`src/rtl/tsdc_pkg.sv`:
```
`default_nettype none
// ----------------------------------------------------------------------------
// tsdc_pkg
// Shared types and constants of the two-sensor direction counter: the
// classified scan that travels from front to back, the result beat, and the
// register map of the configuration port.
// ----------------------------------------------------------------------------
package tsdc_pkg;

    // Configuration port geometry
    localparam int unsigned APB_AW = 3;
    localparam int unsigned APB_DW = 32;
    localparam int unsigned THR_W  = 7;

    // Register indexes as seen on paddr[2]
    localparam logic REG_HIGH_THRESHOLD = 1'b0;
    localparam logic REG_LOW_THRESHOLD  = 1'b1;

    // Reset values of the thresholds, in percent
    localparam logic [THR_W-1:0] HIGH_THR_RESET = 7'd70;
    localparam logic [THR_W-1:0] LOW_THR_RESET  = 7'd30;

    // floor(sample*39/100) as (sample*PCT_MUL) >> PCT_SHIFT, exact for 8-bit samples
    localparam int unsigned PCT_SHIFT = 19;
    localparam logic [17:0] PCT_MUL   = 18'd204477;

    // Largest decimal digit
    localparam logic [3:0] DIGIT_MAX = 4'd9;

    // One sensor judged against both thresholds
    typedef struct packed {
        logic above;   // percent above the high threshold
        logic below;   // percent below the low threshold
    } t_judge;

    // Classified scan, front to back
    typedef struct packed {
        t_judge judge_a;
        t_judge judge_b;
        logic   clear_press;
        logic   down_press;
        logic   up_press;
    } t_scan;

    // Count kept as two BCD digits
    typedef struct packed {
        logic [3:0] tens;
        logic [3:0] units;
    } t_bcd;

    // Result beat
    typedef struct packed {
        logic [3:0] tens_digit;
        logic [3:0] units_digit;
        logic       obstacle_lamp;
        logic       relay_on;
        logic       store_strobe;
    } t_result;

    // Count up with wrap from 99 to 0
    function automatic t_bcd bcd_up(input t_bcd c);
        t_bcd r;
        r = c;
        if (c.units == DIGIT_MAX) begin
            r.units = 4'd0;
            r.tens  = (c.tens == DIGIT_MAX) ? 4'd0 : c.tens + 4'd1;
        end else begin
            r.units = c.units + 4'd1;
        end
        return r;
    endfunction

    // Count down with wrap from 0 to 99
    function automatic t_bcd bcd_down(input t_bcd c);
        t_bcd r;
        r = c;
        if (c.units == 4'd0) begin
            r.units = DIGIT_MAX;
            r.tens  = (c.tens == 4'd0) ? DIGIT_MAX : c.tens - 4'd1;
        end else begin
            r.units = c.units - 4'd1;
        end
        return r;
    endfunction

endpackage
`default_nettype wire

```
`src/rtl/two_sensor_direction_counter.sv`:
```
`default_nettype none
// ----------------------------------------------------------------------------
// two_sensor_direction_counter
// Bidirectional object counter on two infrared receivers, 0..99 with wrap.
// One scan is taken per clock while the scan queue is not full, and each
// gives one result beat. A scan accepted into an empty block is held in the
// scan queue behind the classifier, and the count engine writes it into the
// result queue at the edge that takes it out of there. Sustained rate is one
// scan per cycle while the result queue has room, set by the count engine,
// which updates its count and sensor state as it takes each scan. Both queues
// are QUEUE_DEPTH entries deep; the count starts at 0 after reset and
// thresholds at 70 and 30 percent (registers at byte offsets 0 and 4).
// ----------------------------------------------------------------------------
module two_sensor_direction_counter #(
    parameter int unsigned QUEUE_DEPTH = 2
) (
    input  wire logic                         i_clk,
    input  wire logic                         i_rst_n,
    // scan side
    input  wire logic                         push,
    output logic                              full,
    input  wire logic [7:0]                   i_sample_a,
    input  wire logic [7:0]                   i_sample_b,
    input  wire logic                         i_clear_press,
    input  wire logic                         i_down_press,
    input  wire logic                         i_up_press,
    // result side
    output logic                              empty,
    input  wire logic                         pop,
    output logic [3:0]                        o_tens_digit,
    output logic [3:0]                        o_units_digit,
    output logic                              o_obstacle_lamp,
    output logic                              o_relay_on,
    output logic                              o_store_strobe,
    // configuration
    input  wire logic                         psel,
    input  wire logic                         penable,
    input  wire logic                         pwrite,
    input  wire logic [tsdc_pkg::APB_AW-1:0]  paddr,
    input  wire logic [tsdc_pkg::APB_DW-1:0]  pwdata,
    output logic      [tsdc_pkg::APB_DW-1:0]  prdata,
    output logic                              pready
);
    import tsdc_pkg::*;

    logic [THR_W-1:0] r_high_threshold;
    logic [THR_W-1:0] r_low_threshold;
    logic             cfg_write;
    t_scan            front_scan;
    t_scan            mid_scan;
    logic             mid_empty;
    logic             mid_take;
    t_result          back_res;
    logic             back_push;
    logic             res_full;
    t_result          res_head;

    // Configuration registers
    assign pready    = 1'b1;
    assign cfg_write = psel && penable && pwrite && pready;

    always_ff @(posedge i_clk) begin
        if (!i_rst_n) begin
            r_high_threshold <= HIGH_THR_RESET;
            r_low_threshold  <= LOW_THR_RESET;
        end else if (cfg_write) begin
            if (paddr[2] == REG_HIGH_THRESHOLD) begin
                r_high_threshold <= pwdata[THR_W-1:0];
            end
            if (paddr[2] == REG_LOW_THRESHOLD) begin
                r_low_threshold <= pwdata[THR_W-1:0];
            end
        end
    end

    always_comb begin
        prdata = '0;
        if (paddr[2] == REG_HIGH_THRESHOLD) begin
            prdata[THR_W-1:0] = r_high_threshold;
        end else begin
            prdata[THR_W-1:0] = r_low_threshold;
        end
    end

    // Front: classify the scan
    tsdc_front u_front (
        .i_sample_a       (i_sample_a),
        .i_sample_b       (i_sample_b),
        .i_clear_press    (i_clear_press),
        .i_down_press     (i_down_press),
        .i_up_press       (i_up_press),
        .i_high_threshold (r_high_threshold),
        .i_low_threshold  (r_low_threshold),
        .o_scan           (front_scan)
    );

    // Queue of classified scans
    tsdc_fifo #(
        .WIDTH ($bits(t_scan)),
        .DEPTH (QUEUE_DEPTH)
    ) u_scan_q (
        .i_clk   (i_clk),
        .i_rst_n (i_rst_n),
        .i_push  (push),
        .i_data  (front_scan),
        .o_full  (full),
        .i_pop   (mid_take),
        .o_data  (mid_scan),
        .o_empty (mid_empty)
    );

    // Back: count engine
    tsdc_back u_back (
        .i_clk        (i_clk),
        .i_rst_n      (i_rst_n),
        .i_scan       (mid_scan),
        .i_scan_valid (!mid_empty),
        .o_scan_take  (mid_take),
        .i_res_full   (res_full),
        .o_res        (back_res),
        .o_res_push   (back_push)
    );

    // Result queue
    tsdc_fifo #(
        .WIDTH ($bits(t_result)),
        .DEPTH (QUEUE_DEPTH)
    ) u_res_q (
        .i_clk   (i_clk),
        .i_rst_n (i_rst_n),
        .i_push  (back_push),
        .i_data  (back_res),
        .o_full  (res_full),
        .i_pop   (pop),
        .o_data  (res_head),
        .o_empty (empty)
    );

    assign o_tens_digit    = res_head.tens_digit;
    assign o_units_digit   = res_head.units_digit;
    assign o_obstacle_lamp = res_head.obstacle_lamp;
    assign o_relay_on      = res_head.relay_on;
    assign o_store_strobe  = res_head.store_strobe;

`ifndef ASSERT_OFF
    // Relay follows a nonzero count
    a_relay_matches: assert property (@(posedge i_clk) disable iff (!i_rst_n)
        !empty |-> (o_relay_on == ((o_tens_digit != 4'd0) || (o_units_digit != 4'd0))))
        else $error("relay does not match count");

    // Digits stay decimal
    a_digits_bcd: assert property (@(posedge i_clk) disable iff (!i_rst_n)
        !empty |-> ((o_tens_digit <= DIGIT_MAX) && (o_units_digit <= DIGIT_MAX)))
        else $error("count digit out of range");

    // A waiting scan with room downstream shows up as a result next cycle
    a_scan_drains: assert property (@(posedge i_clk) disable iff (!i_rst_n)
        (!mid_empty && !res_full) |=> !empty)
        else $error("scan not carried to result queue");
`endif

endmodule
`default_nettype wire

```
`src/rtl/tsdc_fifo.sv`:
```
`default_nettype none
// ----------------------------------------------------------------------------
// tsdc_fifo
// Small show-ahead queue with push/full and pop/empty sides. Used between
// front and back and as the result queue.
// ----------------------------------------------------------------------------
module tsdc_fifo #(
    parameter int unsigned WIDTH = 8,
    parameter int unsigned DEPTH = 2
) (
    input  wire logic             i_clk,
    input  wire logic             i_rst_n,
    input  wire logic             i_push,
    input  wire logic [WIDTH-1:0] i_data,
    output logic                  o_full,
    input  wire logic             i_pop,
    output logic      [WIDTH-1:0] o_data,
    output logic                  o_empty
);
    localparam int unsigned PTR_W = (DEPTH > 1) ? $clog2(DEPTH) : 1;
    localparam int unsigned CNT_W = $clog2(DEPTH + 1);
    localparam logic [PTR_W-1:0] PTR_LAST = PTR_W'(DEPTH - 1);
    localparam logic [CNT_W-1:0] CNT_FULL = CNT_W'(DEPTH);

    logic [WIDTH-1:0] r_mem [DEPTH];
    logic [PTR_W-1:0] r_wr_ptr, n_wr_ptr;
    logic [PTR_W-1:0] r_rd_ptr, n_rd_ptr;
    logic [CNT_W-1:0] r_count,  n_count;
    logic             push_ok;
    logic             pop_ok;

    assign o_full  = (r_count == CNT_FULL);
    assign o_empty = (r_count == '0);
    assign push_ok = i_push && !o_full;
    assign pop_ok  = i_pop && !o_empty;
    assign o_data  = r_mem[r_rd_ptr];

    // Advance pointers and occupancy
    always_comb begin
        n_wr_ptr = r_wr_ptr;
        n_rd_ptr = r_rd_ptr;
        n_count  = r_count;
        if (push_ok) begin
            n_wr_ptr = (r_wr_ptr == PTR_LAST) ? '0 : r_wr_ptr + PTR_W'(1);
        end
        if (pop_ok) begin
            n_rd_ptr = (r_rd_ptr == PTR_LAST) ? '0 : r_rd_ptr + PTR_W'(1);
        end
        if (push_ok && !pop_ok) begin
            n_count = r_count + CNT_W'(1);
        end else if (pop_ok && !push_ok) begin
            n_count = r_count - CNT_W'(1);
        end
    end

    always_ff @(posedge i_clk) begin
        if (!i_rst_n) begin
            r_wr_ptr <= '0;
            r_rd_ptr <= '0;
            r_count  <= '0;
        end else begin
            r_wr_ptr <= n_wr_ptr;
            r_rd_ptr <= n_rd_ptr;
            r_count  <= n_count;
        end
    end

    // Store the incoming beat
    always_ff @(posedge i_clk) begin
        if (push_ok) begin
            r_mem[r_wr_ptr] <= i_data;
        end
    end

endmodule
`default_nettype wire

```
`src/rtl/tsdc_front.sv`:
```
`default_nettype none
// ----------------------------------------------------------------------------
// tsdc_front
// Scan classifier: scales each sample to percent and judges it against the
// high and low thresholds; passes the button flags along.
// ----------------------------------------------------------------------------
module tsdc_front (
    input  wire logic [7:0]                  i_sample_a,
    input  wire logic [7:0]                  i_sample_b,
    input  wire logic                        i_clear_press,
    input  wire logic                        i_down_press,
    input  wire logic                        i_up_press,
    input  wire logic [tsdc_pkg::THR_W-1:0]  i_high_threshold,
    input  wire logic [tsdc_pkg::THR_W-1:0]  i_low_threshold,
    output tsdc_pkg::t_scan                  o_scan
);
    import tsdc_pkg::*;

    logic [25:0]      prod_a, prod_b;
    logic [THR_W-1:0] pct_a, pct_b;

    // Scale to percent by reciprocal multiply
    assign prod_a = {18'd0, i_sample_a} * {8'd0, PCT_MUL};
    assign prod_b = {18'd0, i_sample_b} * {8'd0, PCT_MUL};
    assign pct_a  = prod_a[PCT_SHIFT +: THR_W];
    assign pct_b  = prod_b[PCT_SHIFT +: THR_W];

    // Judge against thresholds
    always_comb begin
        o_scan.judge_a.above = (pct_a > i_high_threshold);
        o_scan.judge_a.below = (pct_a < i_low_threshold);
        o_scan.judge_b.above = (pct_b > i_high_threshold);
        o_scan.judge_b.below = (pct_b < i_low_threshold);
        o_scan.clear_press   = i_clear_press;
        o_scan.down_press    = i_down_press;
        o_scan.up_press      = i_up_press;
    end

endmodule
`default_nettype wire

```
`src/rtl/tsdc_back.sv`:
```
`default_nettype none
// ----------------------------------------------------------------------------
// tsdc_back
// Count engine: applies sensor levels, lamp, direction edges, store shadow and
// buttons, one scan per cycle while the result queue has room; emits results.
// ----------------------------------------------------------------------------
module tsdc_back (
    input  wire logic      i_clk,
    input  wire logic      i_rst_n,
    input  tsdc_pkg::t_scan i_scan,
    input  wire logic      i_scan_valid,
    output logic           o_scan_take,
    input  wire logic      i_res_full,
    output tsdc_pkg::t_result o_res,
    output logic           o_res_push
);
    import tsdc_pkg::*;

    logic r_level_a, n_level_a;
    logic r_level_b, n_level_b;
    logic r_lamp,    n_lamp;
    t_bcd r_count,   n_count;
    t_bcd r_stored;
    t_bcd sensed;
    logic strobe;
    logic fire;

    assign fire        = i_scan_valid && !i_res_full;
    assign o_scan_take = fire;
    assign o_res_push  = fire;

    // Work out the new state for this scan
    always_comb begin
        n_level_a = r_level_a;
        n_level_b = r_level_b;
        n_lamp    = r_lamp;

        // Hysteresis and lamp; sensor b goes last, low action after high
        if (i_scan.judge_a.above) begin
            n_level_a = 1'b1;
            n_lamp    = 1'b0;
        end
        if (i_scan.judge_a.below) begin
            n_level_a = 1'b0;
            n_lamp    = 1'b1;
        end
        if (i_scan.judge_b.above) begin
            n_level_b = 1'b1;
            n_lamp    = 1'b0;
        end
        if (i_scan.judge_b.below) begin
            n_level_b = 1'b0;
            n_lamp    = 1'b1;
        end

        // Direction edges
        sensed = r_count;
        if (n_level_a && !r_level_a && !n_level_b) begin
            sensed = bcd_up(r_count);
        end else if (n_level_b && !r_level_b && !n_level_a) begin
            sensed = bcd_down(r_count);
        end

        // Buttons in order clear, down, up
        strobe  = (sensed != r_stored);
        n_count = sensed;
        if (i_scan.clear_press) begin
            n_count = '0;
            strobe  = 1'b1;
        end
        if (i_scan.down_press) begin
            n_count = bcd_down(n_count);
            strobe  = 1'b1;
        end
        if (i_scan.up_press) begin
            n_count = bcd_up(n_count);
            strobe  = 1'b1;
        end

        o_res.tens_digit    = n_count.tens;
        o_res.units_digit   = n_count.units;
        o_res.obstacle_lamp = n_lamp;
        o_res.relay_on      = (n_count != '0);
        o_res.store_strobe  = strobe;
    end

    // Commit on each scan beat
    always_ff @(posedge i_clk) begin
        if (!i_rst_n) begin
            r_level_a <= 1'b0;
            r_level_b <= 1'b0;
            r_lamp    <= 1'b0;
            r_count   <= '0;
            r_stored  <= '0;
        end else if (fire) begin
            r_level_a <= n_level_a;
            r_level_b <= n_level_b;
            r_lamp    <= n_lamp;
            r_count   <= n_count;
            r_stored  <= sensed;
        end
    end

endmodule
`default_nettype wire
```
`config.mk`:
```
export PLATFORM = sky130hd
export DESIGN_NAME = two_sensor_direction_counter
export DESIGN_NICKNAME = d
export VERILOG_FILES = /design/src/rtl/tsdc_pkg.sv /design/src/rtl/two_sensor_direction_counter.sv /design/src/rtl/tsdc_fifo.sv /design/src/rtl/tsdc_front.sv /design/src/rtl/tsdc_back.sv
export SDC_FILE = /design/constraint.sdc
export NUM_CORES = 1
export LEC_CHECK = 0
export ABC_AREA = 0
export BUFFER_PORTS_ARGS = -buffer_cell sky130_fd_sc_hd__buf_4
export CAP_MARGIN = 10
export CORE_UTILIZATION = 55
export CTS_BUF_LIST = sky130_fd_sc_hd__clkbuf_16
export DETAILED_ROUTE_END_ITERATION = 8
export GPL_TIMING_DRIVEN = 0
export MAX_ROUTING_LAYER = met4
export PLACE_DENSITY = 0.91
export SLEW_MARGIN = 40
export SYNTH_ARGS = -nofsm -noshare
export SYNTH_HDL_FRONTEND = slang
export SYNTH_SLANG_ARGS = --single-unit
```
`constraint.sdc`:
```
create_clock -name i_clk -period 6 [get_ports i_clk]
set_clock_uncertainty 0.05 [all_clocks]
set_input_delay 0.9 -clock i_clk [delete_from_list [all_inputs] [get_ports i_clk]]
set_output_delay 0.9 -clock i_clk [all_outputs]
set_load 0.02 [all_outputs]
```
==> flow_metrics.env, run 1 <==
export IMPL_yosysMostFrequentCell="inv_1"
export IMPL_yosysUniqueCellTypes=77
export IMPL_initial_utilization=0.567
export IMPL_yosys_area_top_type="ha_1"
export IMPL_worstMarginPinSlew_ns=0.745
export IMPL_wl_met2_um=10900
export IMPL_drc=0
export IMPL_wl_per_cell_um=16.5
export IMPL_yosysSeqAreaShare=0.214
export IMPL_track_usage=0.256
export IMPL_ir_drop_mv=0.242
export IMPL_postLayoutCoreUtil=0.652
export IMPL_cts_tree="done"
export IMPL_fmax_ghz=0.163
export IMPL_synthTopCellsByArea="ha_1, fa_1, edfxtp_1, dfxtp_1, inv_1"
export IMPL_fin_nets=1345
export IMPL_cts_buffer_depth=2
export IMPL_ioPinCount=107
export IMPL_nFillCells=1198
export IMPL_cp_arrival_ns=6.16
export IMPL_cts_max_level=3
export IMPL_power_per_cell_area_nw_per_um2=428
export IMPL_critPathRequiredTime_ns=6.03
export IMPL_slew_headroom=0.489
export IMPL_rows=46
export IMPL_routed_wl_met3_um=1250
export IMPL_netlist_area_um2=9070
export IMPL_grt_pass1_wl_um=32800
export IMPL_dr_pass1_iters=5
export IMPL_slew_viol_final=0
export IMPL_drv_cap=0
export IMPL_rr_worst_depth=13
export IMPL_dpl_cell_area_um2=9840
export IMPL_end_kind="flip-flop"
export IMPL_antenna_found_initial=0
export IMPL_setup_viol=6
export IMPL_syn2layout_area_growth_pct=15.0
export IMPL_synth_seq_cells=79
export IMPL_ys_async_sr_fraction=0
export IMPL_dieArea_um2=17000
export IMPL_first_iter_violations=443
export IMPL_syn_inst=972
export IMPL_die_w_um=130
export IMPL_grt_pass1_vias=7091
export IMPL_cp_start_kind="primary input"
export IMPL_synthFlopType="dfxtp_1"
export IMPL_coreArea_um2=16000
export IMPL_clk_latency_ns=0.34
export IMPL_dp_hpwl_um=16200
export IMPL_clkTransAtPathRegs_ns=0.06
export IMPL_cts_buffers=9
export IMPL_path_class="primary input to flip-flop"
export IMPL_vias=7290
export IMPL_grt_overflow=0
export IMPL_hold_violations=0
export IMPL_portBuffers=51
export IMPL_grt_max_degree=16
export IMPL_drive_gt1_frac=0.170
export IMPL_ys_warnings_count=0
export IMPL_cts_root_buf="clkbuf_16"
export IMPL_whs_path_depth=2
export IMPL_avgSynthCellArea_um2=9.33
export IMPL_regArea_um2=1940
export IMPL_outcome="complete, but fails checks"
export IMPL_setup_ws_ns=-0.130
export IMPL_critical_path_peak_fanout=5
export IMPL_met1Wirelength_um=8560
export IMPL_die_h_um=130
export IMPL_final_area_um2=10400
export IMPL_hold_class="flip-flop to flip-flop"
export IMPL_clock_sinks=79
export IMPL_gp_congestion=0.913
export IMPL_violations="negative setup slack"
export IMPL_fin_crit_ns=6.13
export IMPL_synth_common_cells="inv_1, ha_1, fa_1"
export IMPL_drtAntennaViolNets=0
export IMPL_totalWireLength_um=21400
export IMPL_synth_top_area_share=0.186
export IMPL_dr_max_layer_used="met4"
export IMPL_antennaDiodeCount=0
export IMPL_multi_input_area_um2=6440
export IMPL_tns_ns=-0.270
export IMPL_viasPerCell=5.63
export IMPL_fin_crit_sh=1.02
export IMPL_synth_edf_count=36
export IMPL_p_leak_nw=5.02
export IMPL_rsz0062_at_grt="true"
-- final cells by class --
type                    count  area share
multi-input cells         691       0.618
flip-flops and latches     79       0.186
well taps                 216      0.0259
repair buffers             66      0.0510
clock inverters             7     0.00552
clock buffers               9      0.0216
inverters                 178      0.0641
plain buffers              48      0.0277
-- report_power, final --
| part | total, mW | internal [mW] | leakage (nW) | switching, mW |
|---|---|---|---|---|
| Sequential | 0.839 | 0.763 | 0.682 | 0.0765 |
| Clock | 0.517 | 0.286 | 0.140 | 0.231 |
| Combinational | 3.10 | 1.31 | 4.20 | 1.80 |
| Total | 4.46 | 2.35 | 5.02 | 2.11 |
-- registers in the layout, indices dropped and copies added, names as in the netlist, 2 cells and up, named ones only --
signal	flops
u_res_q.r_mem	22
u_scan_q.r_mem	14
u_scan_q.r_count	2
u_back.r_count	8
u_back.r_stored	8
u_res_q.r_count	2
r_low_threshold	7
r_high_threshold	7
-- metal layers --
metal | up-vias | track usage
li1 | 3453 | -
met1 | 3494 | 0.304
met2 | 285 | 0.452
met3 | 58 | 0.0362
met4 | 0 | 0.0757
met5 | - | -
-- layout by cell type (no fill, tap or decap), types with 13 or more instances in the layout --
master      n
a21oi_1    40
nor3_1     18
nand2_1    62
a211oi_1   14
nor2_1     58
clkbuf_1   18
buf_4      87
o211ai_1   13
dfxtp_1    43
a21o_1     15
mux2_2     18
fa_1       72
xnor2_1    21
inv_1     171
edfxtp_1   36
conb_1     26
xor2_1     16
ha_1      130
o21ai_0    18
-- cells by family after synthesis --
logic type,Yosys count,synth area share
other,2,0.000828
adder cells (fa/ha/maj),211,0.354
XOR/XNOR,40,0.0386
AO/OA/AOI/OAI,170,0.131
AND/OR/NAND/NOR,215,0.120
flip-flops,79,0.214
multiplexers,29,0.0360
buffers and inverters,226,0.106
-- per-stage QoR --
| stage | power, mW | cells | hold slack [ns] | setup slack [ns] |
|---|---|---|---|---|
| floorplan | 2.98 | 996 | 0.386 | 0.00607 |
| finish | 4.46 | 1294 | 0.418 | -0.130 |
| global route | 4.84 | 1294 | 0.450 | -0.350 |
| detailed placement | 3.66 | 1263 | 0.404 | -0.660 |
| CTS | 4.29 | 1285 | 0.414 | 0.00395 |
| global placement | 3.51 | 1263 | 0.393 | -0.533 |
-- path summary, 6_finish.rpt --
path	startpoint	end	slack, ns
min	u_back.r_lamp	u_back.r_lamp	0.42
max reg2reg	flip-flop	u_res_q.r_mem[0][1]	2.10
max	i_sample_b[7]	u_scan_q.r_mem[0][4]	-0.13
min reg2reg	u_back.r_lamp	u_back.r_lamp	0.42
-- worst max-delay path, stage by stage --
cell and delay [ns]:
buf_12 0.11, fa_2 0.60, buf_4 0.12, fa_1 0.43
fa_1 0.49, inv_1 0.07, fa_1 0.54, inv_1 0.04
ha_1 0.28, o21a_1 0.12, nor2_1 0.04, or4_1 0.51
o21bai_2 0.25, nand2_2 0.12, a21oi_4 0.19, a21o_1 0.20
xor2_2 0.18, ha_1 0.28, a21oi_1 0.19, nor2b_1 0.07
o21ai_1 0.13, o21ai_1 0.09, o22a_1 0.20
-- timing repair --
item                       in CTS  in global routing
hold endpoints to repair        0                  0
pin swaps                      16                 38
setup endpoints to repair       8                  8
resized for setup              11                 32
buffers inserted                6                 10
hold buffers                    0                  0
(Power assumes the default switching activity.)
==> run 2, diff against run 1 <==
--- a/config.mk
+++ b/config.mk
@@ -13,7 +13,8 @@
 export DETAILED_ROUTE_END_ITERATION = 8
 export GPL_TIMING_DRIVEN = 0
 export MAX_ROUTING_LAYER = met4
-export PLACE_DENSITY = 0.91
+export PLACE_DENSITY = 0.83
+export SKIP_LAST_GASP = 1
 export SLEW_MARGIN = 40
 export SYNTH_ARGS = -nofsm -noshare
 export SYNTH_HDL_FRONTEND = slang
==> run 2 against run 1 <==
Net effect:
- worst setup slack gained 0.014 ns
- register-to-register slack lost 0.06 ns
- largest power group unchanged
- highest routed layer unchanged
- largest cell class unchanged
- the flow still finishes with violations (negative setup slack)
- cell count is 0.15% higher
- critical path depth grew 2
- count of clock-buffer cells in the layout stayed put
==> flow_metrics.env, run 2 (synthesis results as in run 1) <==
export IMPL_vias=7121
export IMPL_slew_headroom=0.499
export IMPL_top_register="u_res_q.r_mem"
export IMPL_hold_class="flip-flop to flip-flop"
export IMPL_dr_pass1_iters=4
export IMPL_fin_nets=1347
export IMPL_wl_per_cell_um=15.6
export IMPL_drtAntennaViolNets=0
export IMPL_coreArea_um2=16000
export IMPL_portBuffers=51
export IMPL_hold_violations=0
export IMPL_place_inst=1263
export IMPL_setup_viol=2
export IMPL_cts_buffers=9
export IMPL_fin_crit_ns=6.12
export IMPL_grt_max_degree=17
export IMPL_pwr_share_clk=0.118
export IMPL_combPwrFrac=0.696
export IMPL_violations="negative setup slack"
export IMPL_rsz0062_at_grt="true"
export IMPL_cp_arrival_ns=6.14
export IMPL_clkTransAtPathRegs_ns=0.06
export IMPL_cts_root_buf="clkbuf_16"
export IMPL_end_kind="flip-flop"
export IMPL_clock_sinks=79
export IMPL_totalWireLength_um=20200
export IMPL_die_w_um=130
export IMPL_dieArea_um2=17000
export IMPL_first_iter_violations=367
export IMPL_setup_ws_ns=-0.116
export IMPL_drc=0
export IMPL_outcome="complete, but fails checks"
export IMPL_rows=46
export IMPL_grt_pass1_vias=7017
export IMPL_syn2layout_area_growth_pct=16.0
export IMPL_regArea_um2=1940
export IMPL_seq_power_share=0.186
export IMPL_internal_power_mw=2.40
export IMPL_ioPinCount=107
export IMPL_antenna_found_initial=0
export IMPL_cts_buffer_depth=2
export IMPL_final_common_cell="inv_1"
export IMPL_postLayoutCoreUtil=0.657
export IMPL_p_leak_nw=5.05
export IMPL_nFillCells=1267
export IMPL_fin_crit_sh=1.02
export IMPL_track_usage=0.247
export IMPL_cp_start_kind="primary input"
export IMPL_critPathRequiredTime_ns=6.03
export IMPL_drive_gt1_frac=0.181
export IMPL_antennaDiodeCount=0
export IMPL_clk_latency_ns=0.34
export IMPL_multi_input_area_um2=6520
export IMPL_final_cell_count_no_fill=1296
export IMPL_viasPerCell=5.49
export IMPL_fmax_ghz=0.164
export IMPL_dp_hpwl_um=15800
export IMPL_reg_top3="u_res_q.r_mem: 22 flops, u_scan_q.r_mem: 14 flops"
export IMPL_slew_viol_final=0
export IMPL_gp_congestion=0.910
export IMPL_cts_hold_buf=0
export IMPL_cts_max_level=3
export IMPL_die_h_um=130
export IMPL_power_per_cell_area_nw_per_um2=429
export IMPL_critical_path_peak_fanout=4
export IMPL_cts_tree="done"
export IMPL_switchingPower_mw=2.11
export IMPL_path_class="primary input to flip-flop"
export IMPL_worstMarginPinSlew_ns=0.730
export IMPL_grt_pass1_wl_um=32100
export IMPL_ir_drop_mv=0.236
export IMPL_initial_utilization=0.567
export IMPL_grt_overflow=0
export IMPL_layout_common_cells="inv_1, ha_1, buf_4"
export IMPL_drv_cap=0
export IMPL_switching_share=0.468
export IMPL_largest_reg_flops=22
-- run 2: cell count changes in the layout (fill, tap and decap cells not counted), sizes merged --
| cell | before | now |
|---|---|---|
| clkinvlp | 1 | 0 |
| clkinv | 4 | 5 |
| buf | 96 | 98 |
-- run 2: per-stage QoR --
stage          total power, mW  instance area (um^2)  setup TNS (ns)  setup WS, ns  hold WS, ns
2_1_floorplan             2.98                  9190               0       0.00607        0.386
3_3_place_gp              3.53                  9840           -4.03        -0.597        0.394
3_5_place_dp              3.65                  9840           -4.58        -0.674        0.398
4_1_cts                   4.29                 10300               0       0.00450        0.407
5_1_grt                   4.91                 10500           -1.37        -0.250        0.441
6_report                  4.51                 10500          -0.229        -0.116        0.404
-- run 2: power groups by stage --
| stage | sequential (mW) | combinational, mW | clock (mW) |
|---|---|---|---|
| after floorplan | 0.826 | 2.15 | 0 |
| after global placement | 0.840 | 2.69 | 0 |
| after detailed placement | 0.850 | 2.80 | 0 |
| after CTS | 0.839 | 2.92 | 0.535 |
| after global routing | 0.859 | 3.49 | 0.558 |
| final | 0.840 | 3.14 | 0.532 |
-- run 2: worst paths after layout --
kind                             from                   end  slack, ns  cells past startpoint
hold reg to reg   r_high_threshold[4]   r_high_threshold[4]       0.40                      2
setup / recovery        i_sample_b[5]  u_scan_q.r_mem[1][4]      -0.12                     25
hold / removal    r_high_threshold[4]   r_high_threshold[4]       0.40                      2
setup reg to reg            flip-flop   u_res_q.r_mem[0][1]       2.04                     13
-- run 2: what timing repair did --
item	CTS	global route
setup buffers	13	4
pin swaps	27	51
endpoints found under the hold margin	0	0
setup endpoints to repair	8	8
resized for setup	11	44
-- run 2: worst max-delay path, stage by stage --
cell and delay (ns):
buf_8 0.11, fa_2 0.59, inv_2 0.05, fa_1 0.51, inv_2 0.04, fa_1 0.53, inv_2 0.04, fa_1 0.52
inv_2 0.05, ha_4 0.25, o21ai_2 0.05, nand2b_1 0.08, a21oi_2 0.05, or4_4 0.54, o21bai_4 0.19, nand2_2 0.11
a21oi_4 0.19, a21o_1 0.21, a21oi_2 0.10, xnor2_2 0.16, ha_1 0.34, nor2b_4 0.14, o21ai_1 0.12, o21ai_1 0.09
o22a_1 0.20
-- run 2: per-layer routing --
| layer | vias to the layer above | track usage | routed length (um) |
|---|---|---|---|
| li1 | 3456 | - | - |
| met1 | 3441 | 0.308 | 8900 |
| met2 | 195 | 0.430 | 10100 |
| met3 | 29 | 0.0379 | 930 |
| met4 | 0 | 0.0460 | 238 |
| met5 | - | - | 0 |
-- run 2: layout make-up --
type | instances | share of cell area
Clock buffer | 9 | 0.0214
Timing Repair Buffer | 68 | 0.0519
Tap cell | 216 | 0.0257
Multi-Input combinational cell | 691 | 0.620
Sequential cell | 79 | 0.185
Buffer | 48 | 0.0275
Clock inverter | 7 | 0.00571
Inverter | 178 | 0.0635
==> run 3, diff against run 2 <==
--- a/config.mk
+++ b/config.mk
@@ -8,12 +8,12 @@
 export ABC_AREA = 0
 export BUFFER_PORTS_ARGS = -buffer_cell sky130_fd_sc_hd__buf_4
 export CAP_MARGIN = 10
-export CORE_UTILIZATION = 55
+export CORE_UTILIZATION = 30
 export CTS_BUF_LIST = sky130_fd_sc_hd__clkbuf_16
 export DETAILED_ROUTE_END_ITERATION = 8
 export GPL_TIMING_DRIVEN = 0
 export MAX_ROUTING_LAYER = met4
-export PLACE_DENSITY = 0.83
+export PLACE_DENSITY = 0.52
 export SKIP_LAST_GASP = 1
 export SLEW_MARGIN = 40
 export SYNTH_ARGS = -nofsm -noshare
==> run 3 against run 2 <==
Net effect:
- the run now ends clean
- flip-flop and latch count stayed put
- register-to-register slack worse by 0.14 ns
- via count is 4.0% lower
- hold slack better by 0.0029 ns
- fmax is 3.0% higher
- sequential share of layout area is 0.27 points lower
- critical path depth is 2 lower
- die area is 82% higher
- utilization is 30 points lower
- total power is 2.8% lower
- sequential power hardly changed
- non-clock buffer count is 4 lower
- critical path type unchanged
==> flow_metrics.env, run 3 (synthesis results as in run 1) <==
export IMPL_outcome="finished, final reports clean"
export IMPL_antenna_found_initial=0
export IMPL_track_usage=0.141
export IMPL_p_leak_nw=5.03
export IMPL_rsz0062_at_grt="true"
export IMPL_coreArea_um2=29700
export IMPL_dieArea_um2=30900
export IMPL_dp_hpwl_um=17000
export IMPL_cp_startpoint="i_sample_b[5]"
export IMPL_critical_path_peak_fanout=5
export IMPL_cts_buffer_depth=2
export IMPL_initial_utilization=0.305
export IMPL_largest_reg_flops=22
export IMPL_reg_top3="u_res_q.r_mem: 22 flops, u_scan_q.r_mem: 14 flops"
export IMPL_die_h_um=176
export IMPL_clkTransAtPathRegs_ns=0.07
export IMPL_grt_pass1_wl_um=33400
export IMPL_cp_arrival_ns=5.96
export IMPL_clock_sinks=79
export IMPL_rows=63
export IMPL_viasPerCell=4.66
export IMPL_totalWireLength_um=20700
export IMPL_gp_congestion=0.799
export IMPL_die_w_um=176
export IMPL_fin_nets=1343
export IMPL_setup_viol=0
export IMPL_fmax_ghz=0.168
export IMPL_syn2layout_area_growth_pct=17.7
export IMPL_regArea_um2=1940
export IMPL_fin_crit_sh=0.990
export IMPL_portBuffers=51
export IMPL_tns_ns=0
export IMPL_grt_overflow=0
export IMPL_worstMarginPinSlew_ns=0.808
export IMPL_cp_start_kind="primary input"
export IMPL_power_per_cell_area_nw_per_um2=411
export IMPL_min_delay_start="r_high_threshold[4]"
export IMPL_end_kind="flip-flop"
export IMPL_drive_gt1_frac=0.171
export IMPL_ioPinCount=107
export IMPL_clk_latency_ns=0.34
export IMPL_multi_input_area_um2=6480
export IMPL_top_register="u_res_q.r_mem"
export IMPL_ir_drop_mv=0.174
export IMPL_nFillCells=3012
export IMPL_slew_headroom=0.457
export IMPL_critPathRequiredTime_ns=6.02
export IMPL_slew_viol_final=0
export IMPL_layout_common_cells="inv_1, ha_1, buf_4"
export IMPL_cts_buffers=9
export IMPL_cts_tree="done"
export IMPL_holdWs_ns=0.407
export IMPL_path_class="primary input to flip-flop"
export IMPL_final_common_cell="inv_1"
export IMPL_cts_root_buf="clkbuf_16"
export IMPL_drv_cap=0
export IMPL_hold_class="flip-flop to flip-flop"
export IMPL_first_iter_violations=333
export IMPL_antennaDiodeCount=0
export IMPL_drc=0
export IMPL_dr_pass1_iters=5
export IMPL_grt_max_degree=18
export IMPL_hold_violations=0
export IMPL_vias=6838
export IMPL_drtAntennaViolNets=0
export IMPL_cts_max_level=3
export IMPL_grt_pass1_vias=6453
export IMPL_wl_per_cell_um=14.1
export IMPL_fin_crit_ns=5.94
==> run 3: cell types whose count changed in the layout (fill, tap and decap cells not counted), moves of 2 or more <==
cell	before	now
inv_8	1	3
inv_2	8	5
clkinv_4	2	0
buf_4	88	85
inv_1	168	171
ha_1	129	131
==> run 3: final timing paths <==
path                                             end  slack (ns)  depth (start not counted)
worst max-delay path            u_scan_q.r_mem[0][4]        0.06                         23
worst min-delay path             r_high_threshold[4]        0.41                          2
worst max register to register   u_res_q.r_mem[0][1]        1.90                         12
worst min register to register   r_high_threshold[4]        0.41                          2
==> run 3: what timing repair did <==
| action | in CTS | in global routing |
|---|---|---|
| setup endpoints to repair | 8 | 8 |
| resized for setup | 13 | 31 |
| pin swaps | 26 | 24 |
| hold buffers | 0 | 0 |
| setup buffers | 6 | 7 |
==> run 3: final cells by class <==
class                           instances  share of cell area
Timing Repair Buffer                   64              0.0484
Buffer                                 48              0.0271
Clock buffer                            9              0.0211
Inverter                              178              0.0626
Tap cell                              390              0.0457
Sequential cell                        79               0.182
Clock inverter                          7             0.00633
Multi-Input combinational cell        691               0.607
==> run 3: per-layer routing <==
metal	wire [um]	GRT usage	vias to the layer above
met5	0	-	-
met1	9980	0.189	3288
met3	585	0.0208	11
li1	-	-	3449
met2	9960	0.226	90
met4	137	0.0236	0
==> run 3: metrics by stage <==
step                area (um^2)   util  setup slack, ns  power [mW]  instances
floorplan                  9190      -          0.00607        2.98        996
global placement          10100  0.338           -0.648        3.64       1437
detailed placement        10100  0.339           -0.697        3.67       1437
CTS                       10500  0.352          -0.0154        4.30       1459
global route              10700  0.359           -0.126        4.84       1466
finish                    10700  0.359           0.0605        4.39       1466
==> run 3: where the power goes <==
group / internal, mW / switching [mW]
combinational: 1.28 / 1.72
sequential: 0.762 / 0.0748
clock: 0.294 / 0.261
total: 2.34 / 2.05
==> run 3: worst max-delay path, stage by stage <==
cell,delay (ns)
buf_12,0.11
fa_2,0.61
buf_6,0.11
fa_1,0.43
fa_1,0.56
inv_1,0.05
fa_1,0.47
inv_1,0.04
ha_1,0.26
o21a_1,0.12
nor2_1,0.04
or4_4,0.52
o21bai_4,0.20
nand2_2,0.10
a21oi_4,0.17
a21o_1,0.20
xor2_2,0.23
ha_4,0.24
a21oi_2,0.14
nor2b_1,0.06
o21ai_1,0.12
o21ai_1,0.08
o22a_1,0.20
